$ cat src/rtl/core/rau_pkg.sv
`timescale 1ns / 1ps
`default_nettype none

package rau_pkg;

    // Result bounds: numerator fits signed RAU_DW bits, denominator 1 .. 2^(RAU_DW-1)-1.
    localparam int RAU_DW = 32;
    localparam logic [63:0] RAU_LIM = 64'd1 << (RAU_DW - 1);

    localparam logic [2:0] OP_RED = 3'd0;
    localparam logic [2:0] OP_ADD = 3'd1;
    localparam logic [2:0] OP_SUB = 3'd2;
    localparam logic [2:0] OP_MUL = 3'd3;
    localparam logic [2:0] OP_DIV = 3'd4;
    localparam logic [2:0] OP_CMP = 3'd5;

    localparam logic [1:0] ST_OK    = 2'd0;
    localparam logic [1:0] ST_INVAL = 2'd1;
    localparam logic [1:0] ST_ZDIV  = 2'd2;
    localparam logic [1:0] ST_OVFL  = 2'd3;

    localparam logic [1:0] ORD_EQ = 2'b00;
    localparam logic [1:0] ORD_GT = 2'b01;
    localparam logic [1:0] ORD_LT = 2'b11;

    typedef logic [4:0] t_state;

endpackage

`default_nettype wire

$ cat src/rtl/core/rational_arithmetic_unit.sv
`timescale 1ns / 1ps
`default_nettype none

// Rational arithmetic unit. A request is taken when start is high and busy is low; it carries
// an operation (reduce, add, subtract, multiply, divide, compare) and one or two rationals.
// Exactly one result follows, shown for a single cycle with o_done high; the receiver cannot
// stall it, so it must capture the result in that cycle. An invalid operand or zero divisor
// is reported without leaving idle; add and subtract take longest. Run time is set by the
// binary gcd (one subtract, swap or shift per cycle, then one shift per cycle to restore
// common factors of two) and by the 64-step restoring divider, all running on one shared
// 66-bit adder/subtractor, plus one 32x32 multiplier used once per cycle. A new request
// may be issued in the same cycle that o_done is high.
module rational_arithmetic_unit
    import rau_pkg::*;
(
    input  wire               i_clk,
    input  wire               i_rst_n,
    input  wire               start,
    output logic              busy,
    input  wire  [2:0]        i_op,
    input  wire signed [31:0] i_num_a,
    input  wire signed [31:0] i_den_a,
    input  wire signed [31:0] i_num_b,
    input  wire signed [31:0] i_den_b,
    output logic              o_done,
    output logic signed [31:0] o_res_num,
    output logic [30:0]       o_res_den,
    output logic signed [1:0] o_order,
    output logic [1:0]        o_status
);

    // Sequencer states. GCD, GSHL and DIV are subroutines that return to r_ret.
    localparam t_state S_IDLE  = 5'd0;
    localparam t_state S_AQA   = 5'd1;
    localparam t_state S_AQB   = 5'd2;
    localparam t_state S_AQD   = 5'd3;
    localparam t_state S_AMUL1 = 5'd4;
    localparam t_state S_AMUL2 = 5'd5;
    localparam t_state S_AMUL3 = 5'd6;
    localparam t_state S_ASUM  = 5'd7;
    localparam t_state S_MMUL1 = 5'd8;
    localparam t_state S_MMUL2 = 5'd9;
    localparam t_state S_CCMP  = 5'd10;
    localparam t_state S_RST   = 5'd11;
    localparam t_state S_RDN   = 5'd12;
    localparam t_state S_RDD   = 5'd13;
    localparam t_state S_RCHK  = 5'd14;
    localparam t_state S_GCD   = 5'd15;
    localparam t_state S_GSHL  = 5'd16;
    localparam t_state S_DIV   = 5'd17;

    t_state r_state, n_state, r_ret, n_ret;
    logic [2:0]  r_op, n_op;
    logic [31:0] r_na, n_na, r_da, n_da, r_nb, n_nb, r_db, n_db;
    logic        r_sa, n_sa, r_sb, n_sb;
    logic [31:0] r_qa, n_qa, r_qb, n_qb;
    logic [63:0] r_n, n_n, r_d, n_d, r_t, n_t;
    logic        r_neg, n_neg, r_tneg, n_tneg;
    logic [63:0] r_u, n_u, r_v, n_v;
    logic [5:0]  r_k, n_k;
    logic [63:0] r_dvd, n_dvd, r_rem, n_rem;
    logic [5:0]  r_cnt, n_cnt;
    logic        r_done, n_done;
    logic [31:0] r_res_num, n_res_num;
    logic [30:0] r_res_den, n_res_den;
    logic [1:0]  r_order, n_order, r_status, n_status;

    // Shared adder/subtractor; bit 65 of a subtraction is the borrow.
    logic [64:0] alu_a, alu_b;
    logic        alu_sub;
    logic [65:0] alu_res;
    logic        alu_borrow;

    // Shared multiplier.
    logic [31:0] mul_a, mul_b;
    logic [63:0] mul_p;

    // Operand magnitudes and signs at the request.
    logic [31:0] in_na, in_da, in_nb, in_db;
    logic        accept;
    logic [64:0] rem_sh;
    logic [63:0] lim_n;

    assign in_na  = i_num_a[31] ? (~i_num_a + 32'd1) : i_num_a;
    assign in_da  = i_den_a[31] ? (~i_den_a + 32'd1) : i_den_a;
    assign in_nb  = i_num_b[31] ? (~i_num_b + 32'd1) : i_num_b;
    assign in_db  = i_den_b[31] ? (~i_den_b + 32'd1) : i_den_b;
    assign accept = start && !busy;
    assign rem_sh = {r_rem, r_dvd[63]};
    assign lim_n  = r_neg ? RAU_LIM : (RAU_LIM - 64'd1);

    assign alu_res    = alu_sub ? ({1'b0, alu_a} - {1'b0, alu_b})
                                : ({1'b0, alu_a} + {1'b0, alu_b});
    assign alu_borrow = alu_sub && alu_res[65];
    assign mul_p      = mul_a * mul_b;

    always_comb begin
        alu_a   = {1'b0, r_u};
        alu_b   = {1'b0, r_v};
        alu_sub = 1'b1;
        mul_a   = r_na;
        mul_b   = r_db;
        case (r_state)
            S_DIV: begin
                alu_a = rem_sh;
                alu_b = {1'b0, r_u};
            end
            S_ASUM: begin
                alu_a   = {1'b0, r_n};
                alu_b   = {1'b0, r_t};
                alu_sub = (r_neg != r_tneg);
            end
            S_CCMP: begin
                alu_a = {1'b0, r_n};
                alu_b = {1'b0, r_d};
            end
            S_AMUL1: begin
                mul_a = r_qa;
                mul_b = r_db;
            end
            S_AMUL2: begin
                mul_a = r_na;
                mul_b = r_qb;
            end
            S_AMUL3: begin
                mul_a = r_nb;
                mul_b = r_qa;
            end
            S_MMUL1: begin
                mul_a = r_na;
                mul_b = (r_op == OP_MUL) ? r_nb : r_db;
            end
            S_MMUL2: begin
                mul_a = r_da;
                mul_b = (r_op == OP_MUL) ? r_db : r_nb;
            end
            default: begin
            end
        endcase
    end

    always_comb begin
        n_state   = r_state;
        n_ret     = r_ret;
        n_op      = r_op;
        n_na      = r_na;
        n_da      = r_da;
        n_nb      = r_nb;
        n_db      = r_db;
        n_sa      = r_sa;
        n_sb      = r_sb;
        n_qa      = r_qa;
        n_qb      = r_qb;
        n_n       = r_n;
        n_d       = r_d;
        n_t       = r_t;
        n_neg     = r_neg;
        n_tneg    = r_tneg;
        n_u       = r_u;
        n_v       = r_v;
        n_k       = r_k;
        n_dvd     = r_dvd;
        n_rem     = r_rem;
        n_cnt     = r_cnt;
        n_done    = 1'b0;
        n_res_num = r_res_num;
        n_res_den = r_res_den;
        n_order   = r_order;
        n_status  = r_status;

        case (r_state)
            S_IDLE: begin
                if (accept) begin
                    n_op  = i_op;
                    n_na  = in_na;
                    n_da  = in_da;
                    n_nb  = in_nb;
                    n_db  = in_db;
                    n_sa  = (i_num_a[31] != i_den_a[31]) && (in_na != 32'd0);
                    n_sb  = (i_num_b[31] != i_den_b[31]) && (in_nb != 32'd0);
                    n_res_num = 32'd0;
                    n_res_den = 31'd0;
                    n_order   = ORD_EQ;
                    if (i_op > OP_CMP || in_da == 32'd0
                            || (i_op != OP_RED && in_db == 32'd0)) begin
                        n_status = ST_INVAL;
                        n_done   = 1'b1;
                    end else if (i_op == OP_DIV && in_nb == 32'd0) begin
                        n_status = ST_ZDIV;
                        n_done   = 1'b1;
                    end else begin
                        case (i_op)
                            OP_RED: begin
                                n_n     = {32'd0, in_na};
                                n_d     = {32'd0, in_da};
                                n_neg   = n_sa;
                                n_state = S_RST;
                            end
                            OP_ADD, OP_SUB: begin
                                n_u     = {32'd0, in_da};
                                n_v     = {32'd0, in_db};
                                n_k     = 6'd0;
                                n_ret   = S_AQA;
                                n_state = S_GCD;
                            end
                            default: begin
                                n_state = S_MMUL1;
                            end
                        endcase
                    end
                end
            end
            S_AQA: begin
                n_dvd   = {32'd0, r_da};
                n_rem   = 64'd0;
                n_cnt   = 6'd0;
                n_ret   = S_AQB;
                n_state = S_DIV;
            end
            S_AQB: begin
                n_qa    = r_dvd[31:0];
                n_dvd   = {32'd0, r_db};
                n_rem   = 64'd0;
                n_cnt   = 6'd0;
                n_ret   = S_AQD;
                n_state = S_DIV;
            end
            S_AQD: begin
                n_qb    = r_dvd[31:0];
                n_state = S_AMUL1;
            end
            S_AMUL1: begin
                n_d     = mul_p;
                n_state = S_AMUL2;
            end
            S_AMUL2: begin
                n_n     = mul_p;
                n_neg   = r_sa;
                n_state = S_AMUL3;
            end
            S_AMUL3: begin
                n_t     = mul_p;
                n_tneg  = (r_nb != 32'd0) && ((r_op == OP_SUB) ? !r_sb : r_sb);
                n_state = S_ASUM;
            end
            S_ASUM: begin
                if (r_neg == r_tneg) begin
                    n_n     = alu_res[63:0];
                    n_state = S_RST;
                end else if (alu_borrow) begin
                    // Larger magnitude goes first; the subtraction runs next cycle.
                    n_n    = r_t;
                    n_t    = r_n;
                    n_neg  = r_tneg;
                    n_tneg = r_neg;
                end else begin
                    n_n     = alu_res[63:0];
                    if (alu_res[63:0] == 64'd0) begin
                        n_neg = 1'b0;
                    end
                    n_state = S_RST;
                end
            end
            S_MMUL1: begin
                n_n     = mul_p;
                n_state = S_MMUL2;
            end
            S_MMUL2: begin
                n_d     = mul_p;
                n_neg   = r_sa != r_sb;
                n_state = (r_op == OP_CMP) ? S_CCMP : S_RST;
            end
            S_CCMP: begin
                if (r_sa != r_sb) begin
                    n_order = r_sa ? ORD_LT : ORD_GT;
                end else if (alu_res[64:0] == 65'd0) begin
                    n_order = ORD_EQ;
                end else if (!alu_borrow != r_sa) begin
                    n_order = ORD_GT;
                end else begin
                    n_order = ORD_LT;
                end
                n_status = ST_OK;
                n_done   = 1'b1;
                n_state  = S_IDLE;
            end
            S_RST: begin
                if (r_n == 64'd0) begin
                    n_res_num = 32'd0;
                    n_res_den = 31'd1;
                    n_status  = ST_OK;
                    n_done    = 1'b1;
                    n_state   = S_IDLE;
                end else begin
                    n_u     = r_n;
                    n_v     = r_d;
                    n_k     = 6'd0;
                    n_ret   = S_RDN;
                    n_state = S_GCD;
                end
            end
            S_RDN: begin
                n_dvd   = r_n;
                n_rem   = 64'd0;
                n_cnt   = 6'd0;
                n_ret   = S_RDD;
                n_state = S_DIV;
            end
            S_RDD: begin
                n_n     = r_dvd;
                n_dvd   = r_d;
                n_rem   = 64'd0;
                n_cnt   = 6'd0;
                n_ret   = S_RCHK;
                n_state = S_DIV;
            end
            S_RCHK: begin
                if (r_dvd > (RAU_LIM - 64'd1) || r_n > lim_n) begin
                    n_res_num = 32'd0;
                    n_res_den = 31'd0;
                    n_status  = ST_OVFL;
                end else begin
                    n_res_num = r_neg ? (~r_n[31:0] + 32'd1) : r_n[31:0];
                    n_res_den = r_dvd[30:0];
                    n_status  = ST_OK;
                end
                n_done  = 1'b1;
                n_state = S_IDLE;
            end
            S_GCD: begin
                if (r_u == 64'd0 || r_v == 64'd0) begin
                    n_u     = r_u | r_v;
                    n_state = S_GSHL;
                end else if (!r_u[0] && !r_v[0]) begin
                    n_u = r_u >> 1;
                    n_v = r_v >> 1;
                    n_k = r_k + 6'd1;
                end else if (!r_u[0]) begin
                    n_u = r_u >> 1;
                end else if (!r_v[0]) begin
                    n_v = r_v >> 1;
                end else if (alu_borrow) begin
                    n_u = r_v;
                    n_v = r_u;
                end else begin
                    n_u = alu_res[64:1];
                end
            end
            S_GSHL: begin
                if (r_k == 6'd0) begin
                    n_state = r_ret;
                end else begin
                    n_u = r_u << 1;
                    n_k = r_k - 6'd1;
                end
            end
            S_DIV: begin
                if (!alu_borrow) begin
                    n_rem = alu_res[63:0];
                end else begin
                    n_rem = rem_sh[63:0];
                end
                n_dvd = {r_dvd[62:0], !alu_borrow};
                n_cnt = r_cnt + 6'd1;
                if (r_cnt == 6'd63) begin
                    n_state = r_ret;
                end
            end
            default: begin
                n_state = S_IDLE;
            end
        endcase
    end

    always_ff @(posedge i_clk) begin
        if (!i_rst_n) begin
            r_state <= S_IDLE;
            r_ret   <= S_IDLE;
            r_done  <= 1'b0;
        end else begin
            r_state <= n_state;
            r_ret   <= n_ret;
            r_done  <= n_done;
        end
        r_op      <= n_op;
        r_na      <= n_na;
        r_da      <= n_da;
        r_nb      <= n_nb;
        r_db      <= n_db;
        r_sa      <= n_sa;
        r_sb      <= n_sb;
        r_qa      <= n_qa;
        r_qb      <= n_qb;
        r_n       <= n_n;
        r_d       <= n_d;
        r_t       <= n_t;
        r_neg     <= n_neg;
        r_tneg    <= n_tneg;
        r_u       <= n_u;
        r_v       <= n_v;
        r_k       <= n_k;
        r_dvd     <= n_dvd;
        r_rem     <= n_rem;
        r_cnt     <= n_cnt;
        r_res_num <= n_res_num;
        r_res_den <= n_res_den;
        r_order   <= n_order;
        r_status  <= n_status;
    end

    assign busy      = (r_state != S_IDLE);
    assign o_done    = r_done;
    assign o_res_num = r_res_num;
    assign o_res_den = r_res_den;
    assign o_order   = r_order;
    assign o_status  = r_status;

`ifndef SYNTH
    // Every accepted request either reports at once or keeps the block busy.
    a_accept_progress: assert property (@(posedge i_clk) disable iff (!i_rst_n)
        accept |=> (busy || o_done))
        else $error("request accepted but neither busy nor done");

    // A good rational result always carries a nonzero denominator.
    a_ok_den: assert property (@(posedge i_clk) disable iff (!i_rst_n)
        (o_done && o_status == ST_OK && r_op != OP_CMP) |-> (o_res_den != 31'd0))
        else $error("ok result with zero denominator");

    // Error results clear every other field.
    a_err_zero: assert property (@(posedge i_clk) disable iff (!i_rst_n)
        (o_done && o_status != ST_OK)
        |-> (o_res_num == 32'sd0 && o_res_den == 31'd0 && o_order == ORD_EQ))
        else $error("error result with nonzero fields");

    // The divider never runs against a zero gcd.
    a_div_nonzero: assert property (@(posedge i_clk) disable iff (!i_rst_n)
        (r_state == S_DIV) |-> (r_u != 64'd0))
        else $error("division by zero gcd");
`endif

endmodule

`default_nettype wire
$ cat config.mk
export PLATFORM = sky130hd
export DESIGN_NAME = rational_arithmetic_unit
export DESIGN_NICKNAME = d
export VERILOG_FILES = /design/src/rtl/core/rau_pkg.sv /design/src/rtl/core/rational_arithmetic_unit.sv
export SDC_FILE = /design/constraint.sdc
export NUM_CORES = 2
export LEC_CHECK = 0
export BUFFER_PORTS_ARGS = -buffer_cell sky130_fd_sc_hd__buf_2
export CAP_MARGIN = 20
export CORE_MARGIN = 2
export CORE_UTILIZATION = 40
export DETAILED_ROUTE_END_ITERATION = 6
export PLACE_DENSITY = 0.52
export SYNTH_ARGS = -nofsm -noshare
export SYNTH_HDL_FRONTEND = slang
export SYNTH_SLANG_ARGS = --single-unit
export TNS_END_PERCENT = 50
$ cat constraint.sdc
create_clock -name i_clk -period 46.5 [get_ports i_clk]
set_input_delay 6.975 -clock i_clk [delete_from_list [all_inputs] [get_ports i_clk]]
set_output_delay 6.975 -clock i_clk [all_outputs]
set_load 0.01 [all_outputs]
Word-level counts from Yosys, hierarchy flattened
Index checks and enable logic that the tools add are counted.

word-level totals
  bits in registers = 737
  input bits = 134
  output and inout port bits = 69
  logic and storage cells = 286

operators by class
  $add $sub $neg = 10
  multipliers = 1
  magnitude comparators = 3
  eq/ne operators = 51
  multiplexer cells = 120
  bitwise logic cells = 6
  reductions and logical operators = 66

operators by type and width
  kind                   number
  $mux 64                34
  $pmux 64 s4            2
  $pmux 64 s2            3
  $pmux 64 s3            2
  $mux 32                11
  $pmux 64 s5            1
  $logic_not 64->1       4
  $pmux 32 s3            2
  $add 32x1->32 const B  5
  $not 32->32            5
  $pmux 65 s2            1
  $pmux 32 s4            1
  $logic_not 32->1       3
  $reduce_bool 32->1     3
  $mux 31                3
  $pmux 31 s3            1
  $add 65x65->66         1
  $mux 66                1
  $sub 65x65->66         1
  $logic_not 65->1       1
  $mux 5                 13
  $pmux 5 s13            1
  $gt 64x31->1 const B   1
  $gt 64x32->1           1
  other kinds (55)       156

Logic depth before layout (Yosys ltp)
  depth after elaboration = 12
  gate-level depth with buffers = 40
  mapped depth without buffers = 35

Worst setup path after synthesis
OpenSTA, ideal clock, no wires.

  kind = reg-to-reg
  from = reg r_state[1]
  to = reg r_t[0], enable pin
  library setup time = 836 ps
  arrival time = 15,988 ps
  required time = 45,664 ps
  setup slack = 29,676 ps
  stages on the path, launching flop included = 25
  buffers on the path = 3
  clock period less this slack = 16,824 ps
  cells stage by stage = dfxtp_1 -> nor4b_2 -> nand2_1 -> nand3_1 -> clkbuf_1 -> a31o_2 -> ha_1 -> nand2_1 -> or2_2 -> or4b_2 -> nor4_1 -> nor2_1 -> xor2_1 -> ha_1 -> clkbuf_1 -> a21oi_1 -> o211ai_1 -> a41oi_1 -> nand3_1 -> o31ai_1 -> a2111oi_1 -> o21ai_0 -> a21oi_1 -> clkbuf_1 -> a2111oi_0

between the ends
  cells in the longest elaborated chain, start to end = 8
  elaborated cells on any way between the ends = 16
  those cells by class = add/sub: 2; eq/ne: 6; mux: 4; reduce/logical: 4

ends and longest elaborated chain
  what                                                     line                                                              RTL
  start, declared                                          rational_arithmetic_unit.sv:52                                    t_state r_state, n_state, r_ret, n_ret;
  start signal, assigned                                   rational_arithmetic_unit.sv:381                                   r_state <= n_state;
  $eq 5x4->1 / $eq 5x3->1 (equally long branches)          rational_arithmetic_unit.sv:103, rational_arithmetic_unit.sv:171
  $reduce_or 2->1 (no source line)                         n/a
  $pmux 65 s2                                              rational_arithmetic_unit.sv:103                                   case (r_state)
  $add 65x65->66 / $sub 65x65->66 (equally long branches)  rational_arithmetic_unit.sv:93, rational_arithmetic_unit.sv:92
  $mux 66                                                  rational_arithmetic_unit.sv:92                                    assign alu_res = alu_sub ? ({1'b0, alu_a} - {1'b0, alu_b})
  $logic_and 1x1->1                                        rational_arithmetic_unit.sv:94                                    assign alu_borrow = alu_sub && alu_res[65];
  $ne 2x2->1 (no source line)                              n/a
  $reduce_and 3->1 (no source line) (*)                    n/a
  end signal, assigned                                     rational_arithmetic_unit.sv:396                                   r_t <= n_t;
  end, declared                                            rational_arithmetic_unit.sv:57                                    logic [63:0] r_n, n_n, r_d, n_d, r_t, n_t;

Every way passes the cells marked *; elsewhere a longest branch is shown, timed or not.
A chain may end at the register's enable or synchronous reset.

Final worst setup path
  from = reg r_state[2]
  to = reg r_t[57] (data pin)

between the ends
  cells in the longest elaborated chain, start to end = 4
  elaborated cells on any way between the ends = 10
  those cells by class = mul: 1; eq/ne: 6; mux: 3

ends and longest elaborated chain
  what                                               line                             RTL
  $eq 5x4->1, or another cell as far along           rational_arithmetic_unit.sv:103
  $pmux 32 s4 / $pmux 32 s3 (equally long branches)  rational_arithmetic_unit.sv:103
  $mul 32x32->64                                     rational_arithmetic_unit.sv:95   assign mul_p = mul_a * mul_b;
  $pmux 64 s2 (*)                                    rational_arithmetic_unit.sv:171  case (r_state)
  net n_t[57]                                        rational_arithmetic_unit.sv:57

Mark *: on every way through the listed nets, which the timed path passes. The rest lies on a longest branch.

==> flow_metrics.env <==
export IMPL_run_status="finished, violations left"
export IMPL_worstReg2RegEnd="r_t[57]"
export IMPL_first_global_vias=70700
export IMPL_setup_worst_path_start="r_state[2]"
export IMPL_slew_limit_headroom=0.122
export IMPL_worst_reg2reg_path_length_in_cells=34
export IMPL_synth_edff_count=726
export IMPL_postCtsSetupBuffers=0
export IMPL_cp_data_required_time_ns=46.89
export IMPL_grt_antenna_before_repair=27
export IMPL_synthesized_nets=10400
export IMPL_grt_first_pass_wirelength_microns=518000
export IMPL_die_w_microns=456
export IMPL_skew_ns=0.0658
export IMPL_yosysWarnings=0
export IMPL_post_synth_num_cell_types=93
export IMPL_routed_via_count=72700
export IMPL_synthArstFlopShare=0
export IMPL_worst_path_most_repeated_cell="sky130_fd_sc_hd__fa_1"
export IMPL_detail_route_drc_violations=12
export IMPL_place_gp_congestion=0.993
export IMPL_critPathKind="flip-flop to flip-flop"
export IMPL_routed_wire_length_per_instance_microns=30.9
export IMPL_violations="DRC"
export IMPL_setup_worst_path_end_class="flip-flop"
export IMPL_rr_startpoint="r_state[2]"
export IMPL_clock_sink_count=735
export IMPL_maxClockFrequency_mhz=74.1
export IMPL_detailedRoute_firstIterationViolations=9600
export IMPL_antenna_violating_nets_post_route=0
export IMPL_cts_root_buf="sky130_fd_sc_hd__clkbuf_16"
export IMPL_synth_area_sq_mm=0.0817
export IMPL_path_clk_slew_ns=0.07
export IMPL_tritoncts_num_buffers=89
export IMPL_report_final_setup_viol=0
export IMPL_cts_buffer_depth=3
export IMPL_timing_critical_path_arrival_ns=13.90
export IMPL_initial_core_util=0.403
export IMPL_timing_final_max_slew_violations=0
export IMPL_portBuffers=202
export IMPL_crit_path_max_incr_delay_ns=0.76
export IMPL_tritoncts="done"
export IMPL_grt_setup_unrepaired="no"
export IMPL_detail_route_wirelength_microns=362000
export IMPL_top_level_ports=203
export IMPL_finalHoldViolations=0
export IMPL_die_height_microns=456
export IMPL_finalCriticalPeriod_ns=13.50
export IMPL_setup_slack_of_the_most_critical_reg_to_reg_path_ns=33.00
export IMPL_synth_ff_latch_count=735
export IMPL_layout_area_overhead_vs_synth_pct=9.21
export IMPL_crit_path_start_kind="flip-flop"
export IMPL_post_synth_cell_area_avg_sq_um=9.04
export IMPL_drt_pass1_iterations=7
export IMPL_syn_instance_count=9038
export IMPL_dieArea_sq_mm=0.208
export IMPL_num_nets_final=10400
export IMPL_sum_of_negative_setup_slack_ns=0
export IMPL_critical_path_buf_inv_count=7
export IMPL_insertion_delay_ns=0.74
export IMPL_finalCritPeriodShare=0.290
export IMPL_tightestPinTransition_ns=1.32
export IMPL_timing_critical_path_fanout_max=52
export IMPL_fp_row_count=165
export IMPL_post_drt_via_cell_ratio=6.21
export IMPL_proportion_of_layout_cells_with_a_drive_suffix_above_1=0.0843
export IMPL_seq_area_frac_synth=0.269
export IMPL_worstSetupEndpoint="r_t[57]"
export IMPL_cap_viol_max_count=0
export IMPL_overall_fraction_of_global_route_tracks_in_use=0.340
export IMPL_critPathSlowestCell="sky130_fd_sc_hd__or2_2"
export IMPL_grt_remaining_overflow=0
export IMPL_min_delay_path_class="flip-flop to flip-flop"
export IMPL_hpwlAfterDp_microns=282000
export IMPL_synthFlopType="sky130_fd_sc_hd__edfxtp_1"
export IMPL_fp_coreArea_sq_mm=0.203
export IMPL_clock_tree_htree_level_count=3
export IMPL_cts_repair_resized=0
export IMPL_grt_max_degree=77
export IMPL_cts_hold_buffers_added=0
export IMPL_crit_cells=34
export IMPL_worst_path_dominant_cell_family="adder cells"
-- through the flow --
stage          hold slack [ns]   util  worst slack (ns)  instance area [sq um]  instances
6_report                 0.466  0.440             33.00                  89300      11700
5_1_grt                  0.478  0.440             32.42                  89300      11700
4_1_cts                  0.456  0.440             33.10                  89200      11700
3_5_place_dp             0.448  0.426             33.22                  86300      11500
3_3_place_gp             0.440  0.426             32.96                  86300      11500
2_1_floorplan            0.428      -             29.68                  81700       9038
-- synth_stat cells, types with 13 or more instances --
| cell | number | area, sq um |
|---|---|---|
| sky130_fd_sc_hd__nand2_1 | 1274 | 4780 |
| sky130_fd_sc_hd__nor2_1 | 1005 | 3770 |
| sky130_fd_sc_hd__inv_1 | 945 | 3550 |
| sky130_fd_sc_hd__fa_1 | 898 | 18000 |
| sky130_fd_sc_hd__edfxtp_1 | 726 | 21800 |
| sky130_fd_sc_hd__clkbuf_1 | 522 | 1960 |
| sky130_fd_sc_hd__o21ai_0 | 452 | 2260 |
| sky130_fd_sc_hd__a21oi_1 | 446 | 2230 |
| sky130_fd_sc_hd__ha_1 | 371 | 4640 |
| sky130_fd_sc_hd__mux2i_1 | 192 | 1920 |
| sky130_fd_sc_hd__xnor2_1 | 190 | 1660 |
| sky130_fd_sc_hd__a22oi_1 | 141 | 1060 |
| sky130_fd_sc_hd__xor2_1 | 141 | 1230 |
| sky130_fd_sc_hd__nor4_1 | 126 | 788 |
| sky130_fd_sc_hd__a221oi_1 | 111 | 972 |
| sky130_fd_sc_hd__a21o_1 | 98 | 736 |
| sky130_fd_sc_hd__nor3_1 | 98 | 490 |
| sky130_fd_sc_hd__nand3_1 | 82 | 410 |
| sky130_fd_sc_hd__nand4_1 | 82 | 513 |
| sky130_fd_sc_hd__and2_1 | 76 | 475 |
| sky130_fd_sc_hd__o31ai_1 | 69 | 518 |
| sky130_fd_sc_hd__a222oi_1 | 68 | 681 |
| sky130_fd_sc_hd__a221o_1 | 66 | 661 |
| sky130_fd_sc_hd__a22o_1 | 51 | 447 |
| sky130_fd_sc_hd__buf_1 | 49 | 184 |
| sky130_fd_sc_hd__mux2_2 | 49 | 552 |
| sky130_fd_sc_hd__or3_1 | 45 | 282 |
| sky130_fd_sc_hd__and3_1 | 44 | 275 |
| sky130_fd_sc_hd__a211oi_1 | 41 | 308 |
| sky130_fd_sc_hd__o221ai_1 | 38 | 333 |
| sky130_fd_sc_hd__nor2b_1 | 36 | 225 |
| sky130_fd_sc_hd__o21a_1 | 35 | 263 |
| sky130_fd_sc_hd__or4_1 | 35 | 263 |
| sky130_fd_sc_hd__a21boi_0 | 34 | 255 |
| sky130_fd_sc_hd__a31oi_1 | 32 | 200 |
| sky130_fd_sc_hd__nand2b_1 | 32 | 200 |
| sky130_fd_sc_hd__o41ai_1 | 30 | 263 |
| sky130_fd_sc_hd__or2_2 | 27 | 169 |
| sky130_fd_sc_hd__o21bai_1 | 24 | 180 |
| sky130_fd_sc_hd__o211ai_1 | 20 | 150 |
| sky130_fd_sc_hd__buf_2 | 17 | 85.1 |
| sky130_fd_sc_hd__a31o_2 | 15 | 131 |
| sky130_fd_sc_hd__nand3b_1 | 14 | 105 |
| sky130_fd_sc_hd__o22ai_1 | 13 | 81.3 |
-- worst reg2reg max path: cells and delay by family (launching register included) --
family | cells | cell delay, ns
AND/OR/NAND/NOR | 6 | 2.28
flip-flops | 1 | 0.31
buffers and inverters | 7 | 2.26
adder cells (fa/ha/maj) | 9 | 4.51
AO/OA/AOI/OAI | 12 | 3.79
-- layer usage --
layer	global-route usage	vias up	wire, microns
li1	-	31000	-
met1	0.468	36900	148000
met2	0.509	4248	156000
met3	0.0690	582	36800
met4	0.169	8	20800
met5	0	-	51
-- final cells by class --
| cell class | instances | area (sq um) |
|---|---|---|
| Inverter | 947 | 3560 |
| Fill cell | 19900 | 113000 |
| Multi-Input combinational cell | 6765 | 54800 |
| Timing Repair Buffer | 423 | 2700 |
| Sequential cell | 735 | 22000 |
| Clock inverter | 57 | 519 |
| Tap cell | 2672 | 3340 |
| Antenna cell | 15 | 37.5 |
| Clock buffer | 109 | 2300 |
-- flip-flops by register name (all words and copies together) (netlist names), 2 cells and up --
name and count:
r_ret 3, r_dvd 64, r_d 64, o_order 2
r_da 32, r_u 64, r_qa 32, r_rem 64
r_nb 32, r_state 5, o_res_den 31, r_cnt 6
r_qb 32, o_status 2, r_op 3, r_db 32
r_n 64, r_k 6, r_na 32, r_t 64
r_v 64, o_res_num 32
-- worst min path at each step --
stage	start	end	slack, ns	cells after the start
after floorplan	r_ret[1]	r_ret[1]	0.43	2
after global placement	r_ret[1]	r_ret[1]	0.44	2
after detailed placement	r_ret[1]	r_ret[1]	0.45	2
after CTS	r_ret[1]	r_ret[1]	0.46	2
after global routing	r_ret[2]	r_ret[2]	0.48	2
final	r_ret[2]	r_ret[2]	0.47	2
-- layout by cell type, fill, tap and decap left out, types with 89 or more instances in the layout --
cell                        count
sky130_fd_sc_hd__nor2_1       993
sky130_fd_sc_hd__ha_1         371
sky130_fd_sc_hd__inv_1        943
sky130_fd_sc_hd__xor2_1       141
sky130_fd_sc_hd__nor4_1       125
sky130_fd_sc_hd__o21ai_0      452
sky130_fd_sc_hd__xnor2_1      190
sky130_fd_sc_hd__a21oi_1      444
sky130_fd_sc_hd__mux2i_1      180
sky130_fd_sc_hd__a22oi_1      141
sky130_fd_sc_hd__nor3_1        95
sky130_fd_sc_hd__edfxtp_1     726
sky130_fd_sc_hd__buf_2        205
sky130_fd_sc_hd__a21o_1        97
sky130_fd_sc_hd__clkbuf_16     89
sky130_fd_sc_hd__buf_4        213
sky130_fd_sc_hd__nand2_1     1269
sky130_fd_sc_hd__fa_1         898
-- cells by family (layout without fill, tap and decap cells) --
group           after synthesis  count (layout)  synth area share
flops                       735             735             0.269
other cells                   0              15                 0
xor+xnor                    331             331            0.0355
buf+inv                    1538            1536            0.0710
simple gates               3044            3044             0.164
compound gates             1880            1880             0.154
mux                         241             241            0.0303
fa+ha+maj                  1269            1269             0.277
Power is left out: the tool's default activity adds up to more than one toggle a clock period on the data nets, which glitch-free logic cannot reach.
